[config.mk]
export PLATFORM = sky130hd
export DESIGN_NAME = ansi_escape_sequence_interpreter
export DESIGN_NICKNAME = d
export VERILOG_FILES = /design/src/design/aesi_pkg.sv /design/src/design/ansi_escape_sequence_interpreter.sv /design/src/design/aesi_seq.sv /design/src/design/aesi_dp.sv
export SDC_FILE = /design/constraint.sdc
export NUM_CORES = 1
export LEC_CHECK = 0
export BUFFER_PORTS_ARGS = -buffer_cell sky130_fd_sc_hd__buf_2
export CAP_MARGIN = 20
export CORE_MARGIN = 8
export CORE_UTILIZATION = 31
export CTS_CLUSTER_DIAMETER = 60
export DETAILED_ROUTE_END_ITERATION = 8
export HOLD_SLACK_MARGIN = 0.06
export PLACE_DENSITY_LB_ADDON = 0.3
export RECOVER_POWER = 50
export SLEW_MARGIN = 20
export SYNTH_ARGS = -nofsm -noshare
export SYNTH_HDL_FRONTEND = slang
export SYNTH_SLANG_ARGS = --single-unit
[constraint.sdc]
create_clock -name clock -period 7.35 [get_ports clock]
set_input_delay 0.3675 -clock clock [delete_from_list [all_inputs] [get_ports clock]]
set_output_delay 0.3675 -clock clock [all_outputs]
set_load 0.03 [all_outputs]
[src/design/aesi_pkg.sv]
`timescale 1ns / 1ps
`default_nettype none
// ----------------------------------------------------------------------------
// ANSI escape interpreter package
// Shared constants, control and status structs, and the SGR attribute update.
// ----------------------------------------------------------------------------
package aesi_pkg;

   // Screen and sequence limits
   localparam int MAX_PARAMS  = 10;
   localparam int SCREEN_COLS = 80;
   localparam int SCREEN_ROWS = 25;
   localparam int MAX_SEQ_LEN = 75;

   // Field widths
   localparam int COL_W  = 7;
   localparam int ROW_W  = 5;
   localparam int LEN_W  = 7;
   localparam int CNT_W  = $clog2(MAX_PARAMS + 1);
   localparam int IDX_W  = $clog2(MAX_PARAMS);
   localparam int UPC_W  = 3;

   localparam logic [COL_W-1:0] COL_MAX = COL_W'(SCREEN_COLS - 1);
   localparam logic [ROW_W-1:0] ROW_MAX = ROW_W'(SCREEN_ROWS - 1);

   // Characters
   localparam logic [7:0] CH_ESC    = 8'd27;
   localparam logic [7:0] CH_LBRACK = 8'h5b;
   localparam logic [7:0] CH_SEMI   = 8'h3b;
   localparam logic [7:0] CH_ZERO   = 8'h30;
   localparam logic [7:0] CH_NINE   = 8'h39;
   localparam logic [7:0] CMD_UP    = 8'h41;
   localparam logic [7:0] CMD_DOWN  = 8'h42;
   localparam logic [7:0] CMD_RIGHT = 8'h43;
   localparam logic [7:0] CMD_LEFT  = 8'h44;
   localparam logic [7:0] CMD_HOME  = 8'h48;
   localparam logic [7:0] CMD_HVP   = 8'h66;
   localparam logic [7:0] CMD_SAVE  = 8'h73;
   localparam logic [7:0] CMD_REST  = 8'h75;
   localparam logic [7:0] CMD_CLEAR = 8'h4a;
   localparam logic [7:0] CMD_EOL   = 8'h4b;
   localparam logic [7:0] CMD_EOL_L = 8'h6b;
   localparam logic [7:0] CMD_SGR   = 8'h6d;

   // Result actions
   localparam logic [2:0] ACT_SWALLOW = 3'd0;
   localparam logic [2:0] ACT_PRINT   = 3'd1;
   localparam logic [2:0] ACT_MOVE    = 3'd2;
   localparam logic [2:0] ACT_CLEAR   = 3'd3;
   localparam logic [2:0] ACT_EOL     = 3'd4;
   localparam logic [2:0] ACT_ATTR    = 3'd5;

   // SGR parameter codes
   localparam logic [15:0] SGR_RESET     = 16'd0;
   localparam logic [15:0] SGR_BOLD      = 16'd1;
   localparam logic [15:0] SGR_UNDERLINE = 16'd4;
   localparam logic [15:0] SGR_BLINK     = 16'd5;
   localparam logic [15:0] SGR_REVERSE   = 16'd7;
   localparam logic [15:0] SGR_CONCEAL   = 16'd8;
   localparam logic [15:0] SGR_FG_LO     = 16'd30;
   localparam logic [15:0] SGR_FG_HI     = 16'd37;
   localparam logic [15:0] SGR_BG_LO     = 16'd40;
   localparam logic [15:0] SGR_BG_HI     = 16'd47;
   localparam logic [15:0] CLEAR_ALL     = 16'd2;

   // Attribute values
   localparam logic [7:0] ATTR_RESET   = 8'h07;
   localparam logic [7:0] ATTR_BOLD    = 8'h08;
   localparam logic [7:0] ATTR_BLINK   = 8'h80;
   localparam logic [7:0] ATTR_CONCEAL = 8'h00;

   // Datapath operations
   localparam logic [2:0] OP_NOP      = 3'd0;
   localparam logic [2:0] OP_LATCH    = 3'd1;
   localparam logic [2:0] OP_CLASSIFY = 3'd2;
   localparam logic [2:0] OP_SGR_INIT = 3'd3;
   localparam logic [2:0] OP_SGR_STEP = 3'd4;
   localparam logic [2:0] OP_EMIT     = 3'd5;

   // Jump conditions
   localparam logic [2:0] COND_ALWAYS    = 3'd0;
   localparam logic [2:0] COND_REQ       = 3'd1;
   localparam logic [2:0] COND_SGR       = 3'd2;
   localparam logic [2:0] COND_WALK_DONE = 3'd3;
   localparam logic [2:0] COND_OUT_FREE  = 3'd4;

   // Control word fields
   typedef struct packed {
      logic             rdy;
      logic [2:0]       op;
      logic [2:0]       cond;
      logic [UPC_W-1:0] jt;
      logic [UPC_W-1:0] jf;
   } uword_type;

   // Sequencer to datapath
   typedef struct packed {
      logic       rdy;
      logic [2:0] op;
   } ctrl_type;

   // Datapath to sequencer
   typedef struct packed {
      logic sgr;
      logic walk_done;
      logic out_free;
   } status_type;

   // PC colour order is the bit reversal of the ANSI colour index
   function automatic logic [2:0] pc_colour(input logic [2:0] i);
      return {i[0], i[1], i[2]};
   endfunction

   // Apply one SGR parameter to an attribute byte
   function automatic logic [7:0] sgr_apply(input logic [7:0] a, input logic [15:0] v);
      logic [7:0]  r;
      logic [15:0] off;
      r   = a;
      off = 16'd0;
      priority if (v == SGR_RESET) begin
         r = ATTR_RESET;
      end else if (v == SGR_BOLD) begin
         r = a | ATTR_BOLD;
      end else if (v == SGR_UNDERLINE) begin
         r = a;
      end else if (v == SGR_BLINK) begin
         r = a | ATTR_BLINK;
      end else if (v == SGR_REVERSE) begin
         r = {a[7], a[2:0], a[3], a[6:4]};
      end else if (v == SGR_CONCEAL) begin
         r = ATTR_CONCEAL;
      end else if (v >= SGR_FG_LO && v <= SGR_FG_HI) begin
         off = v - SGR_FG_LO;
         r   = {a[7:3], pc_colour(off[2:0])};
      end else if (v >= SGR_BG_LO && v <= SGR_BG_HI) begin
         off = v - SGR_BG_LO;
         r   = {a[7], pc_colour(off[2:0]), a[3:0]};
      end else begin
         r = a;
      end
      return r;
   endfunction

endpackage
`default_nettype wire

[src/design/ansi_escape_sequence_interpreter.sv]
`timescale 1ns / 1ps
`default_nettype none
// ----------------------------------------------------------------------------
// ANSI escape sequence interpreter
// Parses ESC [ sequences in a terminal byte stream into cursor, erase and
// colour attribute actions; other bytes come out as print requests.
//
//   Channel  Dir  Signals                    Payload
//   req      in   req_tvalid/tready/tdata    data_byte, cursor_col, cursor_row
//   rsp      out  rsp_tvalid/tready/tdata    action, glyph, target_col,
//                                            target_row, attribute
//
// One byte at a time; an SGR final byte with N stored parameters (up to 10)
// also runs the microprogram loop that walks the parameter store one entry
// per step.
// Reset is synchronous; it clears the parser and sets the attribute to 0x07.
// A stalled result holds in the output register; the next byte is taken
// meanwhile and its own result waits only at the emit step.
// ----------------------------------------------------------------------------
module ansi_escape_sequence_interpreter
   import aesi_pkg::*;
(
   input  wire logic        clock,
   input  wire logic        reset,
   input  wire logic        req_tvalid,
   output      logic        req_tready,
   // [7:0] data_byte, [14:8] cursor_col, [19:15] cursor_row, [23:20] zero
   input  wire logic [23:0] req_tdata,
   output      logic        rsp_tvalid,
   input  wire logic        rsp_tready,
   // [2:0] action, [10:3] glyph, [17:11] target_col, [22:18] target_row,
   // [30:23] attribute, [31] zero
   output      logic [31:0] rsp_tdata
);

   ctrl_type         ctl;
   status_type       sts;
   logic [2:0]       out_action;
   logic [7:0]       out_glyph;
   logic [COL_W-1:0] out_col;
   logic [ROW_W-1:0] out_row;
   logic [7:0]       out_attr;

   // Microcode sequencer
   aesi_seq u_seq (
      .clock      (clock),
      .reset      (reset),
      .req_tvalid (req_tvalid),
      .sts        (sts),
      .ctl        (ctl)
   );

   // Datapath
   aesi_dp u_dp (
      .clock      (clock),
      .reset      (reset),
      .ctl        (ctl),
      .sts        (sts),
      .req_tvalid (req_tvalid),
      .in_byte    (req_tdata[7:0]),
      .in_col     (req_tdata[14:8]),
      .in_row     (req_tdata[19:15]),
      .rsp_tvalid (rsp_tvalid),
      .rsp_tready (rsp_tready),
      .out_action (out_action),
      .out_glyph  (out_glyph),
      .out_col    (out_col),
      .out_row    (out_row),
      .out_attr   (out_attr)
   );

   assign req_tready = ctl.rdy;
   assign rsp_tdata  = {1'b0, out_attr, out_row, out_col, out_glyph, out_action};

endmodule
`default_nettype wire

[src/design/aesi_seq.sv]
`timescale 1ns / 1ps
`default_nettype none
// ----------------------------------------------------------------------------
// ANSI escape interpreter sequencer
// Step counter and microcode ROM; each control word selects a datapath
// operation and a conditional two-way jump.
// ----------------------------------------------------------------------------
module aesi_seq
   import aesi_pkg::*;
(
   input  wire logic       clock,
   input  wire logic       reset,
   input  wire logic       req_tvalid,
   input  wire status_type sts,
   output      ctrl_type   ctl
);

   localparam logic [UPC_W-1:0] ST_WAIT     = UPC_W'(0);
   localparam logic [UPC_W-1:0] ST_CLASSIFY = UPC_W'(1);
   localparam logic [UPC_W-1:0] ST_SGR_INIT = UPC_W'(2);
   localparam logic [UPC_W-1:0] ST_SGR_STEP = UPC_W'(3);
   localparam logic [UPC_W-1:0] ST_EMIT     = UPC_W'(4);

   logic [UPC_W-1:0] upc_ff, upc_in;
   uword_type        uw;
   logic             taken;

   // Microprogram
   always_comb begin
      unique case (upc_ff)
         ST_WAIT:     uw = '{rdy: 1'b1, op: OP_LATCH,    cond: COND_REQ,
                             jt: ST_CLASSIFY, jf: ST_WAIT};
         ST_CLASSIFY: uw = '{rdy: 1'b0, op: OP_CLASSIFY, cond: COND_SGR,
                             jt: ST_SGR_INIT, jf: ST_EMIT};
         ST_SGR_INIT: uw = '{rdy: 1'b0, op: OP_SGR_INIT, cond: COND_ALWAYS,
                             jt: ST_SGR_STEP, jf: ST_SGR_STEP};
         ST_SGR_STEP: uw = '{rdy: 1'b0, op: OP_SGR_STEP, cond: COND_WALK_DONE,
                             jt: ST_EMIT, jf: ST_SGR_STEP};
         ST_EMIT:     uw = '{rdy: 1'b0, op: OP_EMIT,     cond: COND_OUT_FREE,
                             jt: ST_WAIT, jf: ST_EMIT};
         default:     uw = '{rdy: 1'b0, op: OP_NOP,      cond: COND_ALWAYS,
                             jt: ST_WAIT, jf: ST_WAIT};
      endcase
   end

   // Evaluate jump condition
   always_comb begin
      unique case (uw.cond)
         COND_ALWAYS:    taken = 1'b1;
         COND_REQ:       taken = req_tvalid;
         COND_SGR:       taken = sts.sgr;
         COND_WALK_DONE: taken = sts.walk_done;
         COND_OUT_FREE:  taken = sts.out_free;
         default:        taken = 1'b1;
      endcase
   end

   assign upc_in = taken ? uw.jt : uw.jf;

   // Advance step counter
   always_ff @(posedge clock) begin
      if (reset) begin
         upc_ff <= ST_WAIT;
      end else begin
         upc_ff <= upc_in;
      end
   end

   assign ctl = '{rdy: uw.rdy, op: uw.op};

endmodule
`default_nettype wire

[src/design/aesi_dp.sv]
`timescale 1ns / 1ps
`default_nettype none
// ----------------------------------------------------------------------------
// ANSI escape interpreter datapath
// Parser state, parameter store, cursor arithmetic, attribute register and
// the result register, all stepped by the sequencer's operation code.
// ----------------------------------------------------------------------------
module aesi_dp
   import aesi_pkg::*;
(
   input  wire logic             clock,
   input  wire logic             reset,
   input  wire ctrl_type         ctl,
   output      status_type       sts,
   input  wire logic             req_tvalid,
   input  wire logic [7:0]       in_byte,
   input  wire logic [COL_W-1:0] in_col,
   input  wire logic [ROW_W-1:0] in_row,
   output      logic             rsp_tvalid,
   input  wire logic             rsp_tready,
   output      logic [2:0]       out_action,
   output      logic [7:0]       out_glyph,
   output      logic [COL_W-1:0] out_col,
   output      logic [ROW_W-1:0] out_row,
   output      logic [7:0]       out_attr
);

   // Latched item
   logic [7:0]       byte_ff, byte_in;
   logic [COL_W-1:0] col_ff, col_in;
   logic [ROW_W-1:0] row_ff, row_in;

   // Parser state
   logic             in_seq_ff, in_seq_in;
   logic [LEN_W-1:0] len_ff, len_in;
   logic [CNT_W-1:0] cnt_ff, cnt_in;
   logic [15:0]      acc_ff, acc_in;
   logic             nonempty_ff, nonempty_in;
   logic [7:0]       attr_ff, attr_in;
   logic [COL_W-1:0] saved_col_ff, saved_col_in;
   logic [ROW_W-1:0] saved_row_ff, saved_row_in;
   logic [CNT_W-1:0] walk_ff, walk_in;
   logic             sgr_ff, sgr_in;

   // Parameter store
   logic [15:0]      pv_ff [MAX_PARAMS];
   logic             pv_we;
   logic [IDX_W-1:0] pv_wa;
   logic [15:0]      pv_wd;

   // Pending result
   logic [2:0]       res_act_ff, res_act_in;
   logic [7:0]       res_glyph_ff, res_glyph_in;
   logic [COL_W-1:0] res_col_ff, res_col_in;
   logic [ROW_W-1:0] res_row_ff, res_row_in;

   // Output register
   logic             ovalid_ff, ovalid_in;
   logic [2:0]       oact_ff, oact_in;
   logic [7:0]       oglyph_ff, oglyph_in;
   logic [COL_W-1:0] ocol_ff, ocol_in;
   logic [ROW_W-1:0] orow_ff, orow_in;
   logic [7:0]       oattr_ff, oattr_in;

   // Classification terms
   logic [LEN_W:0]   newlen;
   logic             is_digit, is_cont, first, ends;
   logic [19:0]      acc_prod;
   logic             push_ok;
   logic [15:0]      p0, p1, n0;
   logic [16:0]      row_sum, col_sum;
   logic [ROW_W-1:0] tr_up, tr_down, tr_abs;
   logic [COL_W-1:0] tc_right, tc_left, tc_abs;
   logic             out_free, walk_done;

   assign out_free  = !ovalid_ff || rsp_tready;
   assign walk_done = (walk_ff == cnt_ff);

   // Byte class and digit accumulate
   always_comb begin
      newlen   = {1'b0, len_ff} + 1'b1;
      is_digit = (byte_ff >= CH_ZERO) && (byte_ff <= CH_NINE);
      is_cont  = is_digit || (byte_ff == CH_LBRACK) || (byte_ff == CH_SEMI);
      first    = (len_ff <= LEN_W'(1));
      ends     = !is_cont || (first && byte_ff != CH_LBRACK)
                 || (newlen > (LEN_W+1)'(MAX_SEQ_LEN));
      acc_prod = {1'b0, acc_ff, 3'b000} + {3'b000, acc_ff, 1'b0}
                 + {16'd0, byte_ff[3:0] - CH_ZERO[3:0]};
      push_ok  = (cnt_ff < CNT_W'(MAX_PARAMS));
   end

   // Effective first two parameters, counting the pending field
   always_comb begin
      if (cnt_ff != '0) begin
         p0 = pv_ff[0];
      end else if (nonempty_ff) begin
         p0 = acc_ff;
      end else begin
         p0 = 16'd0;
      end
      if (cnt_ff > CNT_W'(1)) begin
         p1 = pv_ff[1];
      end else if (cnt_ff == CNT_W'(1) && nonempty_ff) begin
         p1 = acc_ff;
      end else begin
         p1 = 16'd0;
      end
      n0 = (p0 == 16'd0) ? 16'd1 : p0;
   end

   // Cursor targets, clamped to the screen
   always_comb begin
      row_sum  = {{(17-ROW_W){1'b0}}, row_ff} + {1'b0, n0};
      col_sum  = {{(17-COL_W){1'b0}}, col_ff} + {1'b0, n0};
      tr_up    = (n0 > {{(16-ROW_W){1'b0}}, row_ff}) ? '0 : row_ff - n0[ROW_W-1:0];
      tr_down  = (row_sum > 17'(ROW_MAX)) ? ROW_MAX : row_sum[ROW_W-1:0];
      tc_left  = (n0 > {{(16-COL_W){1'b0}}, col_ff}) ? '0 : col_ff - n0[COL_W-1:0];
      tc_right = (col_sum > 17'(COL_MAX)) ? COL_MAX : col_sum[COL_W-1:0];
      if (p0 == 16'd0) begin
         tr_abs = '0;
      end else if (p0 > 16'(SCREEN_ROWS)) begin
         tr_abs = ROW_MAX;
      end else begin
         tr_abs = p0[ROW_W-1:0] - 1'b1;
      end
      if (p1 == 16'd0) begin
         tc_abs = '0;
      end else if (p1 > 16'(SCREEN_COLS)) begin
         tc_abs = COL_MAX;
      end else begin
         tc_abs = p1[COL_W-1:0] - 1'b1;
      end
   end

   // Operation decode
   always_comb begin
      byte_in      = byte_ff;
      col_in       = col_ff;
      row_in       = row_ff;
      in_seq_in    = in_seq_ff;
      len_in       = len_ff;
      cnt_in       = cnt_ff;
      acc_in       = acc_ff;
      nonempty_in  = nonempty_ff;
      attr_in      = attr_ff;
      saved_col_in = saved_col_ff;
      saved_row_in = saved_row_ff;
      walk_in      = walk_ff;
      sgr_in       = sgr_ff;
      pv_we        = 1'b0;
      pv_wa        = cnt_ff[IDX_W-1:0];
      pv_wd        = acc_ff;
      res_act_in   = res_act_ff;
      res_glyph_in = res_glyph_ff;
      res_col_in   = res_col_ff;
      res_row_in   = res_row_ff;
      ovalid_in    = ovalid_ff && !rsp_tready;
      oact_in      = oact_ff;
      oglyph_in    = oglyph_ff;
      ocol_in      = ocol_ff;
      orow_in      = orow_ff;
      oattr_in     = oattr_ff;

      unique case (ctl.op)
         OP_LATCH: begin
            // Take item, clamp reported cursor
            if (req_tvalid) begin
               byte_in = in_byte;
               col_in  = (in_col > COL_MAX) ? COL_MAX : in_col;
               row_in  = (in_row > ROW_MAX) ? ROW_MAX : in_row;
            end
         end
         OP_CLASSIFY: begin
            res_act_in   = ACT_SWALLOW;
            res_glyph_in = 8'd0;
            res_col_in   = col_ff;
            res_row_in   = row_ff;
            sgr_in       = 1'b0;
            if (!in_seq_ff) begin
               if (byte_ff == CH_ESC) begin
                  in_seq_in   = 1'b1;
                  len_in      = LEN_W'(1);
                  cnt_in      = '0;
                  acc_in      = 16'd0;
                  nonempty_in = 1'b0;
               end else begin
                  res_act_in   = ACT_PRINT;
                  res_glyph_in = byte_ff;
               end
            end else if (!ends) begin
               // Collect digits and separators
               if (!first) begin
                  if (is_digit) begin
                     acc_in      = (acc_prod > 20'd65535) ? 16'hffff : acc_prod[15:0];
                     nonempty_in = 1'b1;
                  end else if (byte_ff == CH_SEMI) begin
                     pv_we       = push_ok;
                     cnt_in      = push_ok ? cnt_ff + 1'b1 : cnt_ff;
                     acc_in      = 16'd0;
                     nonempty_in = 1'b0;
                  end
               end
               len_in = newlen[LEN_W-1:0];
            end else begin
               // Final byte: flush pending field and run the command
               in_seq_in = 1'b0;
               len_in    = '0;
               if (!first) begin
                  if (nonempty_ff && push_ok) begin
                     pv_we  = 1'b1;
                     cnt_in = cnt_ff + 1'b1;
                  end
                  priority case (byte_ff)
                     CMD_HOME, CMD_HVP: begin
                        res_act_in = ACT_MOVE;
                        res_col_in = tc_abs;
                        res_row_in = tr_abs;
                     end
                     CMD_UP: begin
                        res_act_in = ACT_MOVE;
                        res_row_in = tr_up;
                     end
                     CMD_DOWN: begin
                        res_act_in = ACT_MOVE;
                        res_row_in = tr_down;
                     end
                     CMD_RIGHT: begin
                        res_act_in = ACT_MOVE;
                        res_col_in = tc_right;
                     end
                     CMD_LEFT: begin
                        res_act_in = ACT_MOVE;
                        res_col_in = tc_left;
                     end
                     CMD_SAVE: begin
                        saved_col_in = col_ff;
                        saved_row_in = row_ff;
                     end
                     CMD_REST: begin
                        res_act_in = ACT_MOVE;
                        res_col_in = saved_col_ff;
                        res_row_in = saved_row_ff;
                     end
                     CMD_CLEAR: begin
                        if (p0 == CLEAR_ALL) begin
                           res_act_in = ACT_CLEAR;
                           res_col_in = '0;
                           res_row_in = '0;
                        end
                     end
                     CMD_EOL, CMD_EOL_L: begin
                        res_act_in = ACT_EOL;
                     end
                     CMD_SGR: begin
                        res_act_in = ACT_ATTR;
                        sgr_in     = 1'b1;
                     end
                     default: begin
                        res_act_in = ACT_SWALLOW;
                     end
                  endcase
               end
            end
         end
         OP_SGR_INIT: begin
            // Empty parameter list acts as a single reset
            if (cnt_ff == '0) begin
               attr_in = ATTR_RESET;
            end
            walk_in = '0;
         end
         OP_SGR_STEP: begin
            if (!walk_done) begin
               attr_in = sgr_apply(attr_ff, pv_ff[walk_ff[IDX_W-1:0]]);
               walk_in = walk_ff + 1'b1;
            end
         end
         OP_EMIT: begin
            // Load output register once it is free
            if (out_free) begin
               ovalid_in = 1'b1;
               oact_in   = res_act_ff;
               oglyph_in = res_glyph_ff;
               ocol_in   = res_col_ff;
               orow_in   = res_row_ff;
               oattr_in  = attr_ff;
            end
         end
         default: begin
         end
      endcase
   end

   // Control state
   always_ff @(posedge clock) begin
      if (reset) begin
         in_seq_ff    <= 1'b0;
         len_ff       <= '0;
         cnt_ff       <= '0;
         acc_ff       <= 16'd0;
         nonempty_ff  <= 1'b0;
         attr_ff      <= ATTR_RESET;
         saved_col_ff <= '0;
         saved_row_ff <= '0;
         walk_ff      <= '0;
         sgr_ff       <= 1'b0;
         ovalid_ff    <= 1'b0;
      end else begin
         in_seq_ff    <= in_seq_in;
         len_ff       <= len_in;
         cnt_ff       <= cnt_in;
         acc_ff       <= acc_in;
         nonempty_ff  <= nonempty_in;
         attr_ff      <= attr_in;
         saved_col_ff <= saved_col_in;
         saved_row_ff <= saved_row_in;
         walk_ff      <= walk_in;
         sgr_ff       <= sgr_in;
         ovalid_ff    <= ovalid_in;
      end
   end

   // Payload registers
   always_ff @(posedge clock) begin
      byte_ff      <= byte_in;
      col_ff       <= col_in;
      row_ff       <= row_in;
      res_act_ff   <= res_act_in;
      res_glyph_ff <= res_glyph_in;
      res_col_ff   <= res_col_in;
      res_row_ff   <= res_row_in;
      oact_ff      <= oact_in;
      oglyph_ff    <= oglyph_in;
      ocol_ff      <= ocol_in;
      orow_ff      <= orow_in;
      oattr_ff     <= oattr_in;
      if (pv_we) begin
         pv_ff[pv_wa] <= pv_wd;
      end
   end

   // SGR branch is decided in the classify step itself
   assign sts        = '{sgr: sgr_in, walk_done: walk_done, out_free: out_free};
   assign rsp_tvalid = ovalid_ff;
   assign out_action = oact_ff;
   assign out_glyph  = oglyph_ff;
   assign out_col    = ocol_ff;
   assign out_row    = orow_ff;
   assign out_attr   = oattr_ff;

endmodule
`default_nettype wire

# After elaboration in Yosys (flattened, before gate mapping)
# Memories as Yosys holds them, arrays and structs flattened. A register that Yosys moved wholly into a read port is not among the register bits.
# Index checks and enable logic that the tools add are counted.
[word_totals] register_bits=132 ram_bits=160 input_bits=28 output_inout_bits=34 wordCells=249 mem_count=1
[memory_table] memory="u_dp.pv_ff" words=10 word_bits=16 read_ports=3 rd_ports_with_merged_regs=1 write_ports=1 line_no="aesi_dp.sv:46" text="logic [15:0] pv_ff [MAX_PARAMS];"
[op_classes] n_addsub=13 order_cmp=19 eq_ne=58 muxes=92 bitwise_logic=1 reduce_logical=38
[op_table] operator="$mux W16" count=12
[op_table] operator="$eq A8 B7 Y1 const B" count=13
[op_table] operator="$mux W7" count=12
[op_table] operator="$mux W8" count=9
[op_table] operator="$pmux W13 S5" count=1
[op_table] operator="$eq A16 B3 Y1 const B" count=3
[op_table] operator="$logic_not A16 Y1" count=3
[op_table] operator="$mux W4" count=12
[op_table] operator="$mux W5" count=8
[op_table] operator="$pmux W7 S5" count=1
[op_table] operator="$le A16 B6 Y1 const B" count=2
[op_table] operator="$reduce_and A7 Y1" count=4
[op_table] operator="$mux W1" count=27
[op_table] operator="$pmux W5 S5" count=1
[op_table] operator="$add A19 B17 Y20" count=1
[op_table] operator="$add A20 B4 Y20" count=1
[op_table] operator="$gt A20 B16 Y1 const B" count=1
[op_table] operator="$eq A3 B2 Y1 const B" count=6
[op_table] operator="$add A5 B16 Y17" count=1
[op_table] operator="$add A7 B16 Y17" count=1
[op_table] operator="$gt A17 B5 Y1 const B" count=1
[op_table] operator="$gt A17 B7 Y1 const B" count=1
[op_table] operator="$eq A16 B1 Y1 const B" count=1
[op_table] operator="$eq A16 B2 Y1 const B" count=1
[op_table] operator="57 further kinds" count=98

# Logic depth before layout (Yosys ltp)
[depth] depth_word=12 depth_mapped=23 ltp_nobuf=21

# Cells and area by module
# From an unflattened synthesis, not the netlist that was laid out.
[hier_totals] cells_unflattened=1354 hier_area_um2=15452.3
[modules_own_cells] module="aesi_dp" instances=1 cells_per_inst=1330 area_per_inst_um2=15240.9 seq_area_each_um2=8207.9
[modules_own_cells] module="aesi_seq" instances=1 cells_per_inst=22 area_per_inst_um2=200.2 seq_area_each_um2=60.1
[modules_own_cells] module="ansi_escape_sequence_interpreter" instances=1 cells_per_inst=2 area_per_inst_um2=11.3 seq_area_each_um2=0.0

# Worst setup path before layout
# Ideal clock, no wire load.
[synth_timing] path_type="flip-flop to flip-flop" startpoint="register u_dp.cnt_ff[0]" endpoint="register u_dp.res_row_ff[1], data pin" setup_ns=0.163 arrival_ns=5.257 t_required_ns=7.187 path_slack_ns=1.930 stages_incl_launch_ff=21 n_path_buf=1 synth_period_minus_slack_ns=5.420 path_cell_list="dfxtp_1 > inv_1 > ha_1 > nor3b_4 > buf_4 > mux2i_1 > nand4_1 > nor3_1 > nand3_1 > o21ai_0 > inv_1 > ha_1 > nor2b_1 > o21ai_0 > nand2_1 > o21ai_1 > nor3_1 > xor2_1 > nand3_1 > or4b_1 > o221ai_1"
[synth_via] elab_chain_cells=11 elab_cells_between_ends=20 cone_classes="add/sub (3); order compare (3); eq/ne (1); mux (11); reduce/logical (2)"
[synth_rtl] element="from (decl)" line_no="aesi_dp.sv:36" text="logic [CNT_W-1:0] cnt_ff, cnt_in;"
[synth_rtl] element="from (signal assigned)" line_no="aesi_dp.sv:311" text="cnt_ff <= cnt_in;"
[synth_rtl] element="$reduce_bool A4 Y1 *" line_no="aesi_dp.sv:94" text="if (cnt_ff != '0) begin"
[synth_rtl] element="$mux W16 *" line_no="aesi_dp.sv:94"
[synth_rtl] element="$logic_not A16 Y1" line_no="aesi_dp.sv:108, aesi_dp.sv:119"
[synth_rtl] element="$mux W16" line_no="aesi_dp.sv:108" text="n0 = (p0 == 16'd0) ? 16'd1 : p0;"
[synth_rtl] element="$add A5 B16 Y17" line_no="aesi_dp.sv:113" text="row_sum = {{(17-ROW_W){1'b0}}, row_ff} + {1'b0, n0};"
[synth_rtl] element="$gt A17 B5 Y1" line_no="aesi_dp.sv:116" text="tr_down = (row_sum > 17'(ROW_MAX)) ? ROW_MAX : row_sum[ROW_W-1:0];"
[synth_rtl] element="$mux W5" line_no="aesi_dp.sv:116"
[synth_rtl] element="$pmux W5 S5 *" line_no="aesi_dp.sv:213" text="priority case (byte_ff)"
[synth_rtl] element="$mux W5 *" line_no="aesi_dp.sv:208" text="if (!first) begin"
[synth_rtl] element="$mux W5 *" line_no="aesi_dp.sv:190" text="end else if (!ends) begin"
[synth_rtl] element="$mux W5 *" line_no="aesi_dp.sv:179" text="if (!in_seq_ff) begin"
[synth_rtl] element="to (signal assigned)" line_no="aesi_dp.sv:331" text="res_row_ff <= res_row_in;"
[synth_rtl] element="to (decl)" line_no="aesi_dp.sv:55" text="logic [ROW_W-1:0] res_row_ff, res_row_in;"
# Mark *: on every way between the ends. The rest lies on a longest branch, timed or not.
# A chain may end at the register's enable or synchronous reset.

# Final worst setup path
[layout_timing] startpoint="register u_dp.cnt_ff[0]" endpoint="register u_dp.res_row_ff[0], data pin"
# The elaborated chain is that of the path after synthesis.

==> impl_metrics.yaml <==
pwr:
  power_density_nw_per_um2: 207.3
  ir_drop_mv: 0.1440
  power_leakage_nw: 6.423
timing:
  tightest_slew_ns: 1.750
  period_needed_ns: 6.277
  timing.fmax_mhz: 159.3
  setup_violations: 0
  skew_ns: 0.01975
  fin_hold_ws_ns: 0.1062
  period_share: 0.8540
  hold_violations: 0
  rsz0062_at_grt: "false"
  final.setup.tns_ns: 0
  slew_viol_final: 33
  worst_slack_ns: 1.073
  max-slew-margin-rel: -0.1665
place:
  post-dp-hpwl_um: 28110
  port_buffers: 56
  gp_congestion: 0.8919
  dpl_cell_area_um2: 16560
  pre_cts_slack_ns: 1.155
drt:
  drtIter0Drc: 686
  post-route-drc-count: 0
  drt-pass1-iter-count: 5
  wl_per_cell_um: 18.40
  wirelength_um: 39750
  viasPerCell: 5.114
  vias: 11050
  detail-route-antenna-nets: 0
logic_synthesis:
  syn_nets: 1499
  synth_cells: 1383
  yosysWarnings: 0
  ys_seq_elements: 295
  async_flop_share: 0
  synth.distinct_cells: 84
  ys_seq_area_frac: 0.5339
  synth_area_um2: 15450
  avgSynthCellArea_um2: 11.17
  synthFlopType: "edfxtp_1"
  synth_edf_count: 234
clock_network:
  cts_tree: "built"
  path_clk_slew_ns: 0.06
  cts-htree-levels: 2
  cts_made_buffers: 34
  clk_latency_ns: 0.53
  cts_root_buf: "clkbuf_16"
  clockBufferDepth: 3
  cts_resized: 0
  postCtsSetupRepairBufs: 0
  cts_hold_buf: 11
  cts.sink_count: 295
die:
  num_io_pins: 62
  core_um2: 49660
  start_util: 0.3111
  dieArea_um2: 57230
  rows: 82
  dieHeight_um: 239.2
  die_w_um: 239.2
setup_path:
  endpoint_kind: "register"
  path_class: "reg2reg"
  worst_setup_path_start_kind: "register"
  required_ns: 7.71
  worstPathMaxFanout: 25
  critPathArrivalTime_ns: 6.64
cells_and_area:
  layout-drive-gt1-share: 0.09469
  nNetsFinal: 1579
  antenna_cells: 0
  areaGrowthSynthToFinish_pct: 14.26
  design_area_um2: 17650
  postLayoutCoreUtil: 0.3555
run_status:
  violations: "capacitance limit, slew limit"
  status: "complete, but fails checks"
global_routing:
  overflow: 0
  antenna_found_initial: 0
  grt_pass1_wl_um: 62060
  grt_max_degree: 52
  grt_util_all_layers: 0.1362
  grt_pass1_vias: 10880
worst_hold_path:
  hp-class: "in2reg"
run:
  cap_violations: 1
[final timing paths]
path / start / endpoint / slack [ns] / cells past startpoint
setup / recovery: u_dp.cnt_ff[0]$_SDFFE_PP0P_ / u_dp.res_row_ff[0]$_DFFE_PN_ / 1.07 / 23
hold / removal: req_tdata[8] / u_dp.col_ff[0]$_SDFFCE_PN1P_ / 0.11 / 2
setup reg to reg: u_dp.cnt_ff[0]$_SDFFE_PP0P_ / u_dp.res_row_ff[0]$_DFFE_PN_ / 1.07 / 23
hold reg to reg: u_dp.res_col_ff[1]$_DFFE_PN_ / u_dp.out_col[1]$_DFFE_PP_ / 0.42 / 0
[per-layer routing]
| layer | GRT usage | vias to the layer above | share of wire |
|---|---|---|---|
| met4 | 0.04124 | 0 | 0.024 |
| met2 | 0.2243 | 264 | 0.46 |
| met5 | 0 | - | 0 |
| met3 | 0.02117 | 63 | 0.048 |
| li1 | - | 5371 | - |
| met1 | 0.1831 | 5353 | 0.47 |
[through the flow]
step / instances / total power, mW
after floorplan: 1383 / 2.019
after global placement: 2088 / 2.084
after detailed placement: 2088 / 2.088
after CTS: 2161 / 3.712
after global routing: 2161 / 3.788
final: 2161 / 3.660
[cells by family after synthesis]
group,share of synthesized area
buffers and inverters,0.03272
adders and majority gates,0.07419
DFF,0.5339
other,0.0002427
xor gates and xnor gates,0.02495
AOI/OAI and AO/OA,0.1376
and+or+nand+nor,0.1545
muxes,0.04187
[placed cells by master, fill, tap and decap left out, types with 36 or more instances in the layout]
cell type and instances:
nor3_1 47, inv_1 73, o21ai_0 71, a21oi_1 52, nand3_1 36, ha_1 82
nor2_1 92, dfxtp_1 60, clkbuf_1 51, edfxtp_1 234, nand2_1 114
[final cells by class]
class                           instances  area (µm²)
Timing Repair Buffer                   95       519.2
Inverter                               73       274.0
Clock buffer                           42       912.1
Clock inverter                         20       155.1
Fill cell                            4964       32010
Multi-Input combinational cell        964        6701
Sequential cell                       295        8249
Tap cell                              672       840.8
[cells in the mapped netlist (14+ instances only)]
| library cell | n | area [µm²] |
|---|---|---|
| a21oi_1 | 52 | 260.3 |
| a22oi_1 | 14 | 105.1 |
| and2_1 | 21 | 131.4 |
| and3_1 | 14 | 87.58 |
| clkbuf_1 | 37 | 138.9 |
| dfxtp_1 | 61 | 1221 |
| edfxtp_1 | 234 | 7027 |
| ha_1 | 82 | 1026 |
| inv_1 | 73 | 274.0 |
| mux2_2 | 21 | 236.5 |
| mux2i_1 | 32 | 320.3 |
| nand2_1 | 114 | 427.9 |
| nand2b_1 | 24 | 150.1 |
| nand3_1 | 36 | 180.2 |
| nor2_1 | 92 | 345.3 |
| nor2b_1 | 23 | 143.9 |
| nor3_1 | 47 | 235.2 |
| nor4_1 | 24 | 150.1 |
| o211ai_1 | 18 | 135.1 |
| o21ai_0 | 71 | 355.3 |
| o31ai_1 | 19 | 142.6 |
| xnor2_1 | 29 | 254.0 |
| xor2_1 | 15 | 131.4 |
[registers in the layout, summed over array words and instances, names as in the netlist, 7 cells and up, named ones only]
signal and cells:
u_dp.len_ff 7, u_dp.res_col_ff 7, u_dp.saved_col_ff 7, u_dp.out_col 7
u_dp.col_ff 7, u_dp.acc_ff 16, u_dp.out_attr 8, u_dp.byte_ff 8
u_dp.out_glyph 8, u_dp.pv_ff 160, u_dp.res_glyph_ff 8, u_dp.attr_ff 8
[where the power goes]
part           leakage [nW]  switching, mW  internal [mW]  total [mW]
combinational          3.23          0.125         0.0644       0.189
clock                 0.518          0.681          0.927        1.61
sequential             2.67         0.0331           1.83        1.86
[critical path, cell delays in order (launching register included)]
cell and delay [ns]:
dfxtp_1 0.38, inv_1 0.11, ha_1 0.24, nor3b_4 0.57
buf_4 0.37, mux2i_1 0.24, buf_4 0.18, nand4_1 0.13
nor3_1 0.47, nand3_1 0.27, o21ai_0 0.22, buf_4 0.19
ha_1 0.17, inv_1 0.05, fa_1 0.40, o21bai_1 0.17
a21oi_1 0.15, o21bai_1 0.31, nand3_1 0.16, mux2i_1 0.19
and3_1 0.18, nand3_1 0.11, or4b_1 0.60, o211ai_1 0.22
Power figures use the tool's default switching activity.
